**config.mk**
```make
export PLATFORM = sky130hd
export DESIGN_NAME = char_lcd_bus_writer_core
export DESIGN_NICKNAME = d
export VERILOG_FILES = /design/src/hdl/lcdw_pkg.sv /design/src/hdl/char_lcd_bus_writer_core.sv /design/src/hdl/lcdw_front.sv /design/src/hdl/lcdw_fifo.sv /design/src/hdl/lcdw_back.sv
export SDC_FILE = /design/constraint.sdc
export NUM_CORES = 1
export LEC_CHECK = 0
export BUFFER_PORTS_ARGS = -buffer_cell sky130_fd_sc_hd__buf_4
export CORE_MARGIN = 2
export CORE_UTILIZATION = 60
export DETAILED_ROUTE_END_ITERATION = 10
export HOLD_SLACK_MARGIN = 0.02
export PLACE_DENSITY = 0.82
export RECOVER_POWER = 100
export REMOVE_ABC_BUFFERS = 1
export SYNTH_ARGS = -nofsm -noshare
export SYNTH_HDL_FRONTEND = slang
export SYNTH_SLANG_ARGS = --single-unit
export TNS_END_PERCENT = 5
```
**constraint.sdc**
```tcl
create_clock -name clk -period 6.1 [get_ports clk]
set_input_delay 1.22 -clock clk [delete_from_list [all_inputs] [get_ports clk]]
set_output_delay 1.22 -clock clk [all_outputs]
set_load 0.05 [all_outputs]
```
**src/hdl/lcdw_pkg.sv**
```systemverilog
// ----------------------------------------------------------------------------
// lcdw_pkg
// Types, codes and constants shared by the character LCD bus writer.
// ----------------------------------------------------------------------------
package lcdw_pkg;

	localparam int LCDW_QUEUE_DEPTH = 4;

	localparam logic [2:0] OP_CMD  = 3'd0;
	localparam logic [2:0] OP_DATA = 3'd1;
	localparam logic [2:0] OP_INIT = 3'd2;
	localparam logic [2:0] OP_GOTO = 3'd3;
	localparam logic [2:0] OP_NUM2 = 3'd4;
	localparam logic [2:0] OP_NUM4 = 3'd5;

	localparam logic [1:0] ACT_BYTE  = 2'd0;
	localparam logic [1:0] ACT_POWER = 2'd1;
	localparam logic [1:0] ACT_DELAY = 2'd2;

	localparam logic [1:0] REG_NIBBLE_MODE = 2'd0;
	localparam logic [1:0] REG_WAIT_US     = 2'd1;
	localparam logic [1:0] REG_PULSE_US    = 2'd2;

	localparam logic       RST_NIBBLE_MODE = 1'b0;
	localparam logic [7:0] RST_WAIT_US     = 8'd40;
	localparam logic [3:0] RST_PULSE_US    = 4'd2;

	localparam logic [7:0]  CMD_FUNC_8BIT = 8'h38;
	localparam logic [7:0]  CMD_FUNC_4BIT = 8'h28;
	localparam logic [7:0]  CMD_DISP_ON   = 8'h0C;
	localparam logic [7:0]  CMD_CLEAR     = 8'h01;
	localparam logic [7:0]  CMD_ENTRY     = 8'h06;
	localparam logic [7:0]  CMD_SET_DDRAM = 8'h80;
	localparam logic [3:0]  ASCII_ZERO_HI = 4'h3;
	localparam logic [15:0] HOLD_POWER_US = 16'd40000;
	localparam logic [15:0] HOLD_DELAY_US = 16'd2000;
	localparam logic [7:0]  POWER_DATA_8  = 8'hFF;
	localparam logic [7:0]  POWER_DATA_4  = 8'hF0;
	localparam logic [15:0] RECIP_TEN     = 16'hCCCD;

	typedef struct packed {
		logic [2:0]  op;
		logic [7:0]  byte_value;
		logic [15:0] number;
		logic [6:0]  col;
		logic [7:0]  row;
	} req_t;

	typedef struct packed {
		logic        rs_pin;
		logic        rw_pin;
		logic        en_pin;
		logic [7:0]  data_pins;
		logic [15:0] hold_us;
		logic        last;
	} phase_t;

	typedef struct packed {
		logic [1:0] kind;
		logic       rs;
		logic [7:0] value;
		logic       last;
	} act_t;

	function automatic logic [7:0] line_offset(input logic [1:0] row);
		logic [7:0] off;
		case (row)
			2'd0: off = 8'h00;
			2'd1: off = 8'h40;
			2'd2: off = 8'h14;
			default: off = 8'h54;
		endcase
		return off;
	endfunction

endpackage

```
**src/hdl/char_lcd_bus_writer_core.sv**
```systemverilog
// ----------------------------------------------------------------------------
// char_lcd_bus_writer_core
// Character LCD write bus driver: turns requests into timed pin phases.
//
// Channel   Direction  Handshake               Content
// req       in         req_valid/req_ready     op, byte, number, col, row
// phase     out        phase_valid/phase_ready rs, rw, en, data, hold, last
// APB       in/out     psel/penable/pready     nibble_mode, wait_us, pulse_us
//
// The back end issues one phase per cycle while phase_ready is high: a byte
// write is 3 phases on an 8-bit bus and 5 on a 4-bit bus, init is 14 or 22.
// Number requests form each digit in the front end's multiplier (a multiply
// step, then a digit store) before their bytes enter the queue; this overlaps
// earlier back end work. A request with no phases is taken, leaving no trace.
// Reset clears the bus levels to zero and the registers to their defaults.
// A stalled output holds its phase while the queue keeps filling.
// ----------------------------------------------------------------------------
module char_lcd_bus_writer_core #(
	parameter int QUEUE_DEPTH = lcdw_pkg::LCDW_QUEUE_DEPTH
) (
	input  logic             clk,
	input  logic             arst_n,
	input  logic             req_valid,
	output logic             req_ready,
	input  lcdw_pkg::req_t   req,
	output logic             phase_valid,
	input  logic             phase_ready,
	output lcdw_pkg::phase_t phase,
	input  logic             psel,
	input  logic             penable,
	input  logic             pwrite,
	input  logic [3:0]       paddr,
	input  logic [31:0]      pwdata,
	output logic [31:0]      prdata,
	output logic             pready
);
	import lcdw_pkg::*;

	logic       nibble_mode_q;
	logic [7:0] wait_us_q;
	logic [3:0] pulse_us_q;
	logic       cfg_wr;
	logic       push;
	logic       push_ready;
	act_t       push_data;
	logic       pop_valid;
	logic       pop_ready;
	act_t       pop_data;

	assign pready = 1'b1;
	assign cfg_wr = psel && penable && pwrite && pready;

	always_ff @(posedge clk or negedge arst_n) begin
		if (!arst_n) begin
			nibble_mode_q <= RST_NIBBLE_MODE;
			wait_us_q     <= RST_WAIT_US;
			pulse_us_q    <= RST_PULSE_US;
		end else if (cfg_wr) begin
			case (paddr[3:2])
				REG_NIBBLE_MODE: nibble_mode_q <= pwdata[0];
				REG_WAIT_US:     wait_us_q     <= pwdata[7:0];
				REG_PULSE_US:    pulse_us_q    <= pwdata[3:0];
				default: nibble_mode_q <= nibble_mode_q;
			endcase
		end
	end

	always_comb begin
		case (paddr[3:2])
			REG_NIBBLE_MODE: prdata = {31'h0, nibble_mode_q};
			REG_WAIT_US:     prdata = {24'h0, wait_us_q};
			REG_PULSE_US:    prdata = {28'h0, pulse_us_q};
			default: prdata = '0;
		endcase
	end

	lcdw_front u_front (
		.clk         (clk),
		.arst_n      (arst_n),
		.nibble_mode (nibble_mode_q),
		.req_valid   (req_valid),
		.req_ready   (req_ready),
		.req         (req),
		.push        (push),
		.push_ready  (push_ready),
		.push_data   (push_data)
	);

	lcdw_fifo #(
		.DEPTH (QUEUE_DEPTH)
	) u_fifo (
		.clk      (clk),
		.arst_n   (arst_n),
		.wr_valid (push),
		.wr_ready (push_ready),
		.wr_data  (push_data),
		.rd_valid (pop_valid),
		.rd_ready (pop_ready),
		.rd_data  (pop_data)
	);

	lcdw_back u_back (
		.clk         (clk),
		.arst_n      (arst_n),
		.nibble_mode (nibble_mode_q),
		.wait_us     (wait_us_q),
		.pulse_us    (pulse_us_q),
		.act_valid   (pop_valid),
		.act_ready   (pop_ready),
		.act_in      (pop_data),
		.phase_valid (phase_valid),
		.phase_ready (phase_ready),
		.phase       (phase)
	);

endmodule

```
**src/hdl/lcdw_front.sv**
```systemverilog
// ----------------------------------------------------------------------------
// lcdw_front
// Accepts requests, converts numbers to decimal digits and issues the
// request as a list of byte writes and fixed phases into the queue.
// ----------------------------------------------------------------------------
module lcdw_front (
	input  logic          clk,
	input  logic          arst_n,
	input  logic          nibble_mode,
	input  logic          req_valid,
	output logic          req_ready,
	input  lcdw_pkg::req_t req,
	output logic          push,
	input  logic          push_ready,
	output lcdw_pkg::act_t push_data
);
	import lcdw_pkg::*;

	localparam logic [1:0] F_IDLE = 2'd0;
	localparam logic [1:0] F_CONV = 2'd1;
	localparam logic [1:0] F_EMIT = 2'd2;

	logic [1:0]  state_q;
	logic [2:0]  op_q;
	logic [7:0]  val_q;
	logic [15:0] num_q;
	logic [31:0] prod_q;
	logic        phase_q;
	logic [1:0]  k_q;
	logic [2:0]  step_q;
	logic [3:0]  dig_q [4];

	logic        accept;
	logic [1:0]  last_dig;
	logic [2:0]  last_step;
	logic [1:0]  dig_idx;
	logic [12:0] quot;
	logic [15:0] rem;
	logic [7:0]  goto_byte;
	act_t        act;

	assign last_dig  = (op_q == OP_NUM4) ? 2'd3 : 2'd1;
	assign dig_idx   = last_dig - step_q[1:0];
	assign quot      = prod_q[31:19];
	assign rem       = num_q - {quot, 3'b000} - {2'b00, quot, 1'b0};
	assign goto_byte = (line_offset(req.row[1:0]) + {1'b0, req.col}) | CMD_SET_DDRAM;

	always_comb begin
		case (op_q)
			OP_INIT: last_step = 3'd5;
			OP_NUM2: last_step = 3'd1;
			OP_NUM4: last_step = 3'd3;
			default: last_step = 3'd0;
		endcase
	end

	always_comb begin
		act.kind  = ACT_BYTE;
		act.rs    = 1'b0;
		act.value = val_q;
		act.last  = (step_q == last_step);
		case (op_q)
			OP_DATA: act.rs = 1'b1;
			OP_INIT: begin
				case (step_q)
					3'd0: act.kind = ACT_POWER;
					3'd1: act.value = nibble_mode ? CMD_FUNC_4BIT : CMD_FUNC_8BIT;
					3'd2: act.value = CMD_DISP_ON;
					3'd3: act.value = CMD_CLEAR;
					3'd4: act.kind = ACT_DELAY;
					default: act.value = CMD_ENTRY;
				endcase
			end
			OP_NUM2, OP_NUM4: begin
				act.rs    = 1'b1;
				act.value = {ASCII_ZERO_HI, dig_q[dig_idx]};
			end
			default: act.rs = 1'b0;
		endcase
	end

	assign push      = (state_q == F_EMIT);
	assign push_data = act;
	assign req_ready = (state_q == F_IDLE) || (push && push_ready && act.last);
	assign accept    = req_valid && req_ready;

	always_ff @(posedge clk or negedge arst_n) begin
		if (!arst_n) begin
			state_q <= F_IDLE;
			step_q  <= '0;
			phase_q <= 1'b0;
			k_q     <= '0;
		end else if (accept) begin
			step_q  <= '0;
			phase_q <= 1'b0;
			k_q     <= '0;
			case (req.op)
				OP_CMD, OP_DATA, OP_INIT: state_q <= F_EMIT;
				OP_GOTO: state_q <= (req.row[7:2] == '0) ? F_EMIT : F_IDLE;
				OP_NUM2, OP_NUM4: state_q <= F_CONV;
				default: state_q <= F_IDLE;
			endcase
		end else begin
			case (state_q)
				F_CONV: begin
					phase_q <= !phase_q;
					if (phase_q) begin
						k_q <= k_q + 2'd1;
						if (k_q == last_dig) begin
							state_q <= F_EMIT;
						end
					end
				end
				F_EMIT: begin
					if (push_ready) begin
						if (act.last) begin
							state_q <= F_IDLE;
						end else begin
							step_q <= step_q + 3'd1;
						end
					end
				end
				default: state_q <= F_IDLE;
			endcase
		end
	end

	always_ff @(posedge clk) begin
		if (accept) begin
			op_q  <= req.op;
			num_q <= req.number;
			val_q <= (req.op == OP_GOTO) ? goto_byte : req.byte_value;
		end else if (state_q == F_CONV) begin
			if (!phase_q) begin
				prod_q <= {16'h0000, num_q} * {16'h0000, RECIP_TEN};
			end else begin
				dig_q[k_q] <= rem[3:0];
				num_q      <= {3'b000, quot};
			end
		end
	end

endmodule

```
**src/hdl/lcdw_fifo.sv**
```systemverilog
// ----------------------------------------------------------------------------
// lcdw_fifo
// Short queue of byte writes and fixed phases between front and back.
// ----------------------------------------------------------------------------
module lcdw_fifo #(
	parameter int DEPTH = lcdw_pkg::LCDW_QUEUE_DEPTH
) (
	input  logic           clk,
	input  logic           arst_n,
	input  logic           wr_valid,
	output logic           wr_ready,
	input  lcdw_pkg::act_t wr_data,
	output logic           rd_valid,
	input  logic           rd_ready,
	output lcdw_pkg::act_t rd_data
);
	import lcdw_pkg::*;

	localparam int PW = (DEPTH > 1) ? $clog2(DEPTH) : 1;
	localparam int CW = $clog2(DEPTH + 1);

	act_t          mem_q [DEPTH];
	logic [PW-1:0] wr_ptr_q;
	logic [PW-1:0] rd_ptr_q;
	logic [CW-1:0] cnt_q;
	logic          do_wr;
	logic          do_rd;

	assign wr_ready = (cnt_q != CW'(DEPTH));
	assign rd_valid = (cnt_q != '0);
	assign rd_data  = mem_q[rd_ptr_q];
	assign do_wr    = wr_valid && wr_ready;
	assign do_rd    = rd_valid && rd_ready;

	always_ff @(posedge clk or negedge arst_n) begin
		if (!arst_n) begin
			wr_ptr_q <= '0;
			rd_ptr_q <= '0;
			cnt_q    <= '0;
		end else begin
			if (do_wr) begin
				wr_ptr_q <= (wr_ptr_q == PW'(DEPTH - 1)) ? '0 : wr_ptr_q + PW'(1);
			end
			if (do_rd) begin
				rd_ptr_q <= (rd_ptr_q == PW'(DEPTH - 1)) ? '0 : rd_ptr_q + PW'(1);
			end
			if (do_wr && !do_rd) begin
				cnt_q <= cnt_q + CW'(1);
			end else if (do_rd && !do_wr) begin
				cnt_q <= cnt_q - CW'(1);
			end
		end
	end

	always_ff @(posedge clk) begin
		if (do_wr) begin
			mem_q[wr_ptr_q] <= wr_data;
		end
	end

endmodule

```
**src/hdl/lcdw_back.sv**
```systemverilog
// ----------------------------------------------------------------------------
// lcdw_back
// Expands queued byte writes into timed pin phases, tracks the bus levels
// and holds each phase in an output register until it is taken.
// ----------------------------------------------------------------------------
module lcdw_back (
	input  logic            clk,
	input  logic            arst_n,
	input  logic            nibble_mode,
	input  logic [7:0]      wait_us,
	input  logic [3:0]      pulse_us,
	input  logic            act_valid,
	output logic            act_ready,
	input  lcdw_pkg::act_t  act_in,
	output logic            phase_valid,
	input  logic            phase_ready,
	output lcdw_pkg::phase_t phase
);
	import lcdw_pkg::*;

	act_t       act_q;
	logic       busy_q;
	logic [2:0] step_q;
	logic       rs_q;
	logic       en_q;
	logic [7:0] data_q;
	logic       out_valid_q;
	phase_t     out_q;

	logic       advance;
	logic       final_step;
	logic       next_rs;
	phase_t     ph;

	assign advance    = busy_q && (!out_valid_q || phase_ready);
	assign final_step = (act_q.kind != ACT_BYTE) || (step_q == (nibble_mode ? 3'd4 : 3'd2));
	assign act_ready  = !busy_q || (advance && final_step);

	always_comb begin
		ph.rs_pin    = act_q.rs;
		ph.rw_pin    = 1'b0;
		ph.en_pin    = 1'b0;
		ph.data_pins = data_q;
		ph.hold_us   = '0;
		ph.last      = act_q.last && final_step;
		next_rs      = act_q.rs;
		case (act_q.kind)
			ACT_POWER: begin
				ph.rs_pin    = 1'b1;
				ph.en_pin    = 1'b1;
				ph.data_pins = nibble_mode ? POWER_DATA_4 : POWER_DATA_8;
				ph.hold_us   = HOLD_POWER_US;
				next_rs      = 1'b1;
			end
			ACT_DELAY: begin
				ph.rs_pin  = rs_q;
				ph.en_pin  = en_q;
				ph.hold_us = HOLD_DELAY_US;
				next_rs    = rs_q;
			end
			default: begin
				case (step_q)
					3'd0: begin
						ph.rs_pin  = rs_q;
						ph.en_pin  = en_q;
						ph.hold_us = {8'h00, wait_us};
					end
					3'd1: begin
						ph.en_pin    = 1'b1;
						ph.data_pins = nibble_mode ? {act_q.value[7:4], 4'h0} : act_q.value;
						ph.hold_us   = {12'h000, pulse_us};
					end
					3'd3: begin
						ph.en_pin    = 1'b1;
						ph.data_pins = {act_q.value[3:0], 4'h0};
						ph.hold_us   = {12'h000, pulse_us};
					end
					default: ph.en_pin = 1'b0;
				endcase
			end
		endcase
	end

	always_ff @(posedge clk or negedge arst_n) begin
		if (!arst_n) begin
			busy_q      <= 1'b0;
			step_q      <= '0;
			rs_q        <= 1'b0;
			en_q        <= 1'b0;
			data_q      <= '0;
			out_valid_q <= 1'b0;
		end else begin
			if (act_valid && act_ready) begin
				busy_q <= 1'b1;
				step_q <= '0;
			end else if (advance && final_step) begin
				busy_q <= 1'b0;
			end else if (advance) begin
				step_q <= step_q + 3'd1;
			end
			if (advance) begin
				rs_q        <= next_rs;
				en_q        <= ph.en_pin;
				data_q      <= ph.data_pins;
				out_valid_q <= 1'b1;
			end else if (phase_ready) begin
				out_valid_q <= 1'b0;
			end
		end
	end

	always_ff @(posedge clk) begin
		if (act_valid && act_ready) begin
			act_q <= act_in;
		end
		if (advance) begin
			out_q <= ph;
		end
	end

	assign phase_valid = out_valid_q;
	assign phase       = out_q;

endmodule

```
==> results.yml, run 1 <==
run_status:
  status: "finished, violations left"
  violations: "capacitance limit, slew limit"
timing:
  rsz0062_at_grt: "no"
  hold_viol: 0
  max_freq_ghz: 0.1711
  tns_ns: 0
  fin_skew_ns: 0.009436
  relSlewSlack_pct: -63.81
  finalMaxSlewViolations: 44
  finalCriticalPeriod_ns: 5.846
  setup_viol: 0
  min_period_over_period_pct: 95.84
  worstMarginPinSlew_ns: 2.457
die:
  dieArea_mm2: 0.02223
  start_util_pct: 60.67
  num_io_pins: 148
  fp-row-count: 53
  die_w_um: 149.1
  die_y_um: 149.1
  core_mm2: 0.02082
cts:
  cts.sinks: 181
  clockBufferDepth: 2
  root_buffer: "clkbuf_16"
  clk_latency_ns: 0.44
  post-cts-setup-buffers: 0
  cts_tree: "yes"
  numCtsBuffers: 17
  ctsHoldBuffers: 0
  htree_levels: 4
  path_clk_slew_ns: 0.07
global_routing:
  track_usage_pct: 23.45
  grt_pass1_vias: 7871
  grt_pass1_wl_mm: 39.56
  grt_start_max_net_pins: 44
  grt_antenna_before_repair: 0
  grt_overflow: 0
critical_path:
  path_delay_family: "adder cells"
  slowest_delay_ns: 0.55
  cp_common_cell: "fa_1"
  worst_path_max_delay_cell: "fa_1"
  worst_setup_path_start_kind: "register"
  crit_chain: "ha_1, inv_1, fa_1, inv_1, fa_1, fa_1, fa_1, inv_1, fa_1, inv_1, ha_1, nand4_1, o31ai_1, a31oi_1, o22ai_1, a211oi_1, buf_4, o21bai_1, a21o_1, o211a_1"
  crit_type: "reg2reg"
  rr_worst_depth: 20
  end_kind: "register"
  worst-path-stages: 20
  cp.required_ns: 6.30
  critPathMaxFanout: 5
  critPathBufInv: 5
  cp.arrival_ns: 6.05
routing:
  via_count: 7838
  routedWlPerCell_um: 17.34
  firstDrtPassIters: 5
  drc: 0
  wl_mm: 24.80
  drt-initial-drc-count: 437
  vias_per_cell: 5.481
  antenna_left: 0
cells_and_area:
  area_growth_pct: 10.17
  final_cell_mix: "182 x inv_1, 159 x ha_1, 138 x edfxtp_1, 80 x fa_1, 71 x nand2_1"
  drive_above_1_share_pct: 12.73
  antennaDiodeCount: 0
  final_common_cell: "inv_1"
  fin_nets: 1466
logic_synthesis:
  synth-seq-cells: 181
  synth.distinct_cells: 64
  synth-edff-count: 138
  syn_avg_cell_area_um2: 12.18
  mappedNetlistArea_mm2: 0.01263
  netlist_instances: 1037
  seq_area_frac_synth_pct: 41.35
  synthArstFlopShare_pct: 23.76
  ys_warn_count: 0
  synth_ff_type: "edfxtp_1"
place:
  portBuffers: 93
  gp_congestion: 0.9402
  hpwl_mm: 19.73
job:
  cap_violations: 1
min_path:
  min_path_cells: 2
  hold_path.class: "reg2reg"
[logic make-up (layout without fill, tap and decap cells)]
| kind of cell | Yosys count | count (layout) | synth area share [%] |
|---|---|---|---|
| other | 2 | 28 | 0.05945 |
| multiplexers | 57 | 57 | 6.716 |
| flip-flops | 181 | 181 | 41.35 |
| adder cells (fa/ha/maj) | 239 | 239 | 28.43 |
| buffers and inverters | 228 | 320 | 7.973 |
| AO/OA/AOI/OAI | 115 | 115 | 6.290 |
| AND/OR/NAND/NOR | 177 | 177 | 6.547 |
| XOR/XNOR | 38 | 38 | 2.635 |
[sequential cells by signal, summed over array words and instances (netlist names), 2 cells and up]
register and flops:
u_fifo.mem_q 48, u_back.phase 22, u_front.dig_q 16, u_front.num_q 16
u_front.prod_q 13, u_back.act_q 12, u_back.data_q 8, u_front.val_q 8
wait_us_q 8, pulse_us_q 4, u_back.step_q 3, u_fifo.cnt_q 3
u_front.op_q 3, u_front.step_q 3, u_fifo.rd_ptr_q 2, u_fifo.wr_ptr_q 2
u_front.k_q 2, u_front.state_q 2
[per-layer routing]
layer	up-vias	track usage, %	wire length [um]
met3	36	4.220	1388
met1	3846	31.92	10720
met2	248	38.87	12200
met5	-	0	0
li1	3708	-	-
met4	0	7.095	493
[tightest hold or removal path: stages, from the launching register on]
cell	delay [ns]
dfrtp_1	0.35
nand2_1	0.05
nand2_1	0.06
[cell type report]
type	count	area [um^2]
Tap cell	275	344.1
Fill cell	1541	6905
Multi-Input combinational cell	654	6451
Inverter	183	686.9
Sequential cell	181	5224
Clock inverter	15	140.1
Clock buffer	17	425.4
Timing Repair Buffer	105	645.6
[Yosys cell counts (all sizes together), types with 7 or more instances]
library cell  count  share of area (%)
ha              159                 16
mux2             38                3.6
a21oi            25               0.99
dfrtp            40                7.9
a21o              8               0.48
a22o              7               0.49
o21ai            22               0.90
edfxtp          138                 33
and2             15               0.74
nand3             7               0.28
buf              37                2.3
nor2b             9               0.51
and3              7               0.35
clkbuf            8               0.24
nor2             44                1.3
inv             182                5.4
mux4             16                2.9
fa               80                 13
xor2             16                1.1
xnor2            22                1.5
nand2            71                2.1
[repair_timing]
action / 4_1_cts / 5_1_grt
gates resized for setup: 0 / 1
setup endpoints to repair: 0 / 3
endpoints found under the hold margin: 0 / 0
[through the flow]
| stage | utilization (%) | setup WS (ns) | instances | hold slack, ns | instance area, um^2 |
|---|---|---|---|---|---|
| global placement | 65.03 | 0.3125 | 1398 | 0.4593 | 13540 |
| detailed placement | 65.03 | 0.2024 | 1398 | 0.4721 | 13540 |
| finish | 66.84 | 0.2538 | 1430 | 0.4911 | 13920 |
| floorplan | - | 0.6199 | 1018 | 0.4462 | 12410 |
| global route | 66.84 | 0.01365 | 1430 | 0.5036 | 13920 |
| CTS | 67.75 | 0.1932 | 1430 | 0.4868 | 14110 |
[final timing paths]
check | from | endpoint | slack [ns]
min in group asynchronous | arst_n | wait_us_q[2] | 1.52
setup reg to reg | u_front.num_q[7] | u_front.prod_q[31] | 0.25
setup / recovery | u_front.num_q[7] | u_front.prod_q[31] | 0.25
hold / removal | u_back.data_q[0] | u_back.data_q[0] | 0.49
max in group asynchronous | arst_n | u_front.step_q[2] | 3.16
hold reg to reg | u_back.data_q[0] | u_back.data_q[0] | 0.49
Power of run 1 is not shown: default switching activity piles up to over one toggle a cycle in this logic, so the estimate is an artifact.
==> run 2: changes to the inputs <==
--- a/config.mk
+++ b/config.mk
@@ -10,6 +10,7 @@
 export CORE_UTILIZATION = 60
 export DETAILED_ROUTE_END_ITERATION = 10
 export HOLD_SLACK_MARGIN = 0.02
+export MAX_ROUTING_LAYER = met4
 export PLACE_DENSITY = 0.82
 export RECOVER_POWER = 100
 export REMOVE_ABC_BUFFERS = 1
==> run 2 against run 1 <==
The flow still finishes with violations (capacitance limit, slew limit). First-iteration DRC count rose by 8.5%. Clock-buffer cell count stayed put. Clock skew rose by 0.0031 ns. Utilization rose by 0.17 points. Setup slack better by 0.040 ns. Register-to-register slack better by 0.04 ns. Final cell count decreased by 0.14%. Wire length up 0.59%. Fmax grew 0.68%. Non-clock buffer count down 2. Die area is the same.
==> results.yml, run 2 (same netlist as run 1, synthesis figures left out) <==
run_status:
  status: "finished, violations left"
  violations: "capacitance limit, slew limit"
timing:
  finalMaxSlewViolations: 44
  finalHoldWorstSlack_ns: 0.4836
  tns_ns: 0
  relSlewSlack_pct: -61.91
  worstMarginPinSlew_ns: 2.429
  rsz0062_at_grt: "no"
  fin_ws_ns: 0.2934
  hold_viol: 0
  max_freq_ghz: 0.1722
  finalCriticalPeriod_ns: 5.807
  fin_skew_ns: 0.01251
  min_period_over_period_pct: 95.19
  setup_viol: 0
routing:
  via_count: 7818
  wl_mm: 24.95
  antenna_left: 0
  routedWlPerCell_um: 17.47
  drt-initial-drc-count: 474
  drc: 0
  vias_per_cell: 5.475
  firstDrtPassIters: 4
die:
  start_util_pct: 60.67
  die_y_um: 149.1
  core_mm2: 0.02082
  dieArea_mm2: 0.02223
  die_w_um: 149.1
  fp-row-count: 53
  num_io_pins: 148
cells_and_area:
  top_register: "u_fifo.mem_q"
  final_cell_mix: "182 x inv_1, 159 x ha_1, 138 x edfxtp_1, 80 x fa_1, 71 x nand2_1"
  largest_reg_flops: 48
  fillers: 1582
  final_common_cell: "inv_1"
  fin_util_pct: 67.01
  fin_nets: 1464
  antennaDiodeCount: 0
  drive_above_1_share_pct: 12.84
  area_growth_pct: 10.45
cts:
  numCtsBuffers: 17
  clk_latency_ns: 0.44
  clockBufferDepth: 2
  cts_tree: "yes"
  root_buffer: "clkbuf_16"
  cts.sinks: 181
  htree_levels: 4
  path_clk_slew_ns: 0.08
critical_path:
  worst_setup_path_start_kind: "register"
  end_kind: "register"
  cp.required_ns: 6.30
  cp.arrival_ns: 6.01
  rrSetupSlack_ns: 0.29
  cp-startpoint: "u_front.num_q[4]"
  critPathMaxFanout: 6
  reg2reg_from: "u_front.num_q[4]"
  rr_worst_depth: 18
  crit_end: "u_front.prod_q[31]"
  crit_type: "reg2reg"
  reg2reg_to: "u_front.prod_q[31]"
global_routing:
  grt_pass1_wl_mm: 39.96
  grt_overflow: 0
  grt_start_max_net_pins: 44
  grt_antenna_before_repair: 0
  track_usage_pct: 24.45
  grt_pass1_vias: 7877
place:
  place_ws_ns: 0.2021
  gp_congestion: 0.9488
  hpwl_mm: 19.57
  portBuffers: 93
job:
  cap_violations: 1
min_path:
  hold_path.class: "reg2reg"
==> run 2: changes by cell type in the layout (fill, tap and decap cells not counted), sizes merged <==
cell	change
buf	-1
bufinv	+2
clkinv	-3
inv	+2
clkinvlp	-1
clkbuf	-1
==> run 2: cell type report <==
type,instances,area (um^2),area share [%]
Inverter,183,686.9,4.923
Multi-Input combinational cell,654,6451,46.24
Clock buffer,17,425.4,3.049
Tap cell,275,344.1,2.466
Sequential cell,181,5224,37.44
Timing Repair Buffer,103,638.1,4.574
Clock inverter,15,182.7,1.309
==> run 2: what timing repair did <==
action                                 4_1_cts  5_1_grt
hold buffers                                 0        0
buffers inserted                             0        1
gates resized for setup                      0        1
setup endpoints to repair                    0        2
endpoints found under the hold margin        0        0
==> run 2: metal layers <==
layer | up-vias | GRT usage, % | part of all wire, %
li1 | 3691 | - | -
met5 | - | - | 0
met2 | 247 | 39.56 | 50
met3 | 27 | 3.914 | 5.6
met4 | 0 | 6.286 | 1.4
met1 | 3853 | 32.74 | 43
==> run 2: worst min-delay path by stage <==
stage                     start                  to  slack [ns]  cells past startpoint
5_1_grt           u_back.busy_q  u_back.phase_valid        0.50                      1
3_3_place_gp   u_back.data_q[3]    u_back.data_q[3]        0.46                      2
2_1_floorplan  u_back.data_q[1]    u_back.data_q[1]        0.45                      2
4_1_cts        u_back.data_q[3]    u_back.data_q[3]        0.49                      2
3_5_place_dp   u_back.data_q[3]    u_back.data_q[3]        0.47                      2
6_report       u_back.data_q[3]    u_back.data_q[3]        0.48                      2
==> run 2: per-stage QoR <==
step	instances	cell area [um^2]
finish	1428	13950
global route	1428	13950
CTS	1427	14130
detailed placement	1395	13520
global placement	1395	13520
floorplan	1018	12410
==> run 2: worst max-delay path, cell delays in order (launching register included) <==
cell and delay [ns]:
edfxtp_1 0.53, ha_1 0.39, inv_1 0.08, fa_1 0.53, inv_1 0.06, fa_1 0.53, fa_1 0.52, fa_1 0.52
fa_1 0.49, ha_1 0.37, a21oi_1 0.15, o21ai_0 0.15, a31oi_1 0.25, o22ai_1 0.10, a211oi_1 0.23, buf_4 0.18
o21bai_1 0.07, a21o_1 0.21, o211a_1 0.23
Power of run 2 is left out for the same reason.
==> run 3: changes to the inputs <==
--- a/config.mk
+++ b/config.mk
@@ -5,13 +5,13 @@
 export SDC_FILE = /design/constraint.sdc
 export NUM_CORES = 1
 export LEC_CHECK = 0
-export BUFFER_PORTS_ARGS = -buffer_cell sky130_fd_sc_hd__buf_4
 export CORE_MARGIN = 2
-export CORE_UTILIZATION = 60
+export CORE_UTILIZATION = 63
 export DETAILED_ROUTE_END_ITERATION = 10
+export DONT_BUFFER_PORTS = 1
 export HOLD_SLACK_MARGIN = 0.02
 export MAX_ROUTING_LAYER = met4
-export PLACE_DENSITY = 0.82
+export PLACE_DENSITY = 0.79
 export RECOVER_POWER = 100
 export REMOVE_ABC_BUFFERS = 1
 export SYNTH_ARGS = -nofsm -noshare
==> run 3 against run 2 <==
The run still ends with capacitance limit, slew limit left. Non-clock buffer count decreased by 88. Final cell count is 6.8% lower. Sequential cell count did not move. Critical endpoint unchanged. Largest cell class unchanged.
==> results.yml, run 3 (same netlist as run 1, synthesis figures left out) <==
run_status:
  status: "finished, violations left"
  violations: "capacitance limit, slew limit"
routing:
  drt-initial-drc-count: 548
  antenna_left: 0
  wl_mm: 24.70
  routedWlPerCell_um: 18.55
  firstDrtPassIters: 5
  via_count: 7497
  vias_per_cell: 5.633
  drc: 0
timing:
  fin_skew_ns: 0.01586
  rsz0062_at_grt: "no"
  worstMarginPinSlew_ns: 1.735
  min_period_over_period_pct: 95.53
  finalMaxSlewViolations: 2
  tns_ns: 0
  hold_viol: 0
  max_freq_ghz: 0.1716
  setup_viol: 0
  relSlewSlack_pct: -15.20
  finalCriticalPeriod_ns: 5.827
die:
  start_util_pct: 64.48
  dieArea_mm2: 0.02120
  die_w_um: 145.6
  core_mm2: 0.01959
  fp-row-count: 51
  num_io_pins: 148
  die_y_um: 145.6
critical_path:
  reg2reg_from: "u_front.num_q[7]"
  rr_worst_depth: 20
  worst_setup_path_start_kind: "register"
  reg2reg_to: "u_front.prod_q[31]"
  cp-startpoint: "u_front.num_q[7]"
  rrSetupSlack_ns: 0.27
  crit_type: "reg2reg"
  cp.required_ns: 6.29
  cp.arrival_ns: 6.01
  end_kind: "register"
  critPathMaxFanout: 4
cells_and_area:
  fillers: 1403
  final_common_cell: "inv_1"
  drive_above_1_share_pct: 9.390
  largest_reg_flops: 48
  area_growth_pct: 6.280
  top_register: "u_fifo.mem_q"
  final_cell_mix: "182 x inv_1, 155 x ha_1, 138 x edfxtp_1, 79 x fa_1, 71 x nand2_1"
  fin_nets: 1376
job:
  cap_violations: 2
min_path:
  hold_path.class: "in2async"
global_routing:
  grt_antenna_before_repair: 1
  grt_overflow: 0
  grt_pass1_vias: 7859
  grt_pass1_wl_mm: 41.12
  track_usage_pct: 25.64
  grt_start_max_net_pins: 44
cts:
  cts_tree: "yes"
  root_buffer: "clkbuf_16"
  ctsHoldBuffers: 0
  cts.sinks: 181
  path_clk_slew_ns: 0.08
  numCtsBuffers: 17
  htree_levels: 4
  clockBufferDepth: 2
  clk_latency_ns: 0.43
place:
  portBuffers: 0
  gp_congestion: 0.9632
  hpwl_mm: 19.10
==> run 3: cell types whose count changed in the layout (fill, tap and decap cells not counted), moves of 2 or more <==
cell and change:
buf_4 -51, bufinv_16 -2, clkbuf_1 -33, clkbuf_4 -4, clkinv_4 +2, ha_1 -4, ha_4 +3, inv_6 -2
inv_8 +4
==> run 3: stage by stage <==
step	setup WS [ns]	std cells	hold slack (ns)	instance area, um^2	utilization (%)
after floorplan	0.6199	1018	0.4462	12410	-
after global placement	0.06311	1290	0.4577	12790	65.31
after detailed placement	0.02881	1290	0.4683	12790	65.31
after CTS	0.03649	1322	0.4631	13380	68.30
after global routing	0.008026	1331	0.4493	13430	68.53
final	0.2729	1331	0.4747	13430	68.53
==> run 3: worst max-delay path, cell delays in order, from the launching register on <==
cell      delay, ns
edfxtp_1       0.51
ha_4           0.35
inv_1          0.06
fa_1           0.53
inv_1          0.06
fa_1           0.53
fa_1           0.53
fa_1           0.55
inv_1          0.05
fa_1           0.53
inv_1          0.04
ha_1           0.33
nand4_1        0.18
o31ai_1        0.09
a31oi_1        0.20
o22ai_1        0.11
a211oi_2       0.24
buf_4          0.18
o21bai_1       0.09
a21o_1         0.21
o211a_1        0.22
==> run 3: repair_timing <==
item | in CTS | in global routing
hold endpoints to repair | 0 | 0
pin swaps | 0 | 3
buffers inserted | 0 | 8
setup endpoints to repair | 1 | 5
resized for setup | 1 | 9
==> run 3: how the worst max path moves through the flow <==
| stage | end | slack, ns | depth (start not counted) |
|---|---|---|---|
| after floorplan | u_front.prod_q[31] | 0.62 | 19 |
| after CTS | u_front.prod_q[31] | 0.04 | 20 |
| after detailed placement | u_front.prod_q[31] | 0.03 | 20 |
| after global placement | u_front.prod_q[31] | 0.06 | 20 |
| after global routing | u_front.prod_q[31] | 0.008 | 19 |
| final | u_front.prod_q[31] | 0.27 | 20 |
==> run 3: cell type report <==
cell class | instances | area, um^2 | share of cell area [%]
diodes | 1 | 2.502 | 0.01864
flip-flops and latches | 181 | 5224 | 38.91
clock inverters | 15 | 155.1 | 1.156
clock buffers | 17 | 425.4 | 3.169
multi-input cells | 654 | 6499 | 48.41
inverters | 183 | 686.9 | 5.116
well taps | 265 | 331.6 | 2.470
repair buffers | 15 | 101.3 | 0.7549
==> run 3: per-layer routing <==
metal  part of all wire, %  up-vias  track usage, %  routed length, um
met5                     0        -               -                  0
met4                   1.7        0           7.157                429
met3                   6.3       31           5.329               1550
met2                    48      259           41.02              11930
met1                    44     3685           33.71              10790
li1                      -     3522               -                  -
Power of run 3 is left out for the same reason.
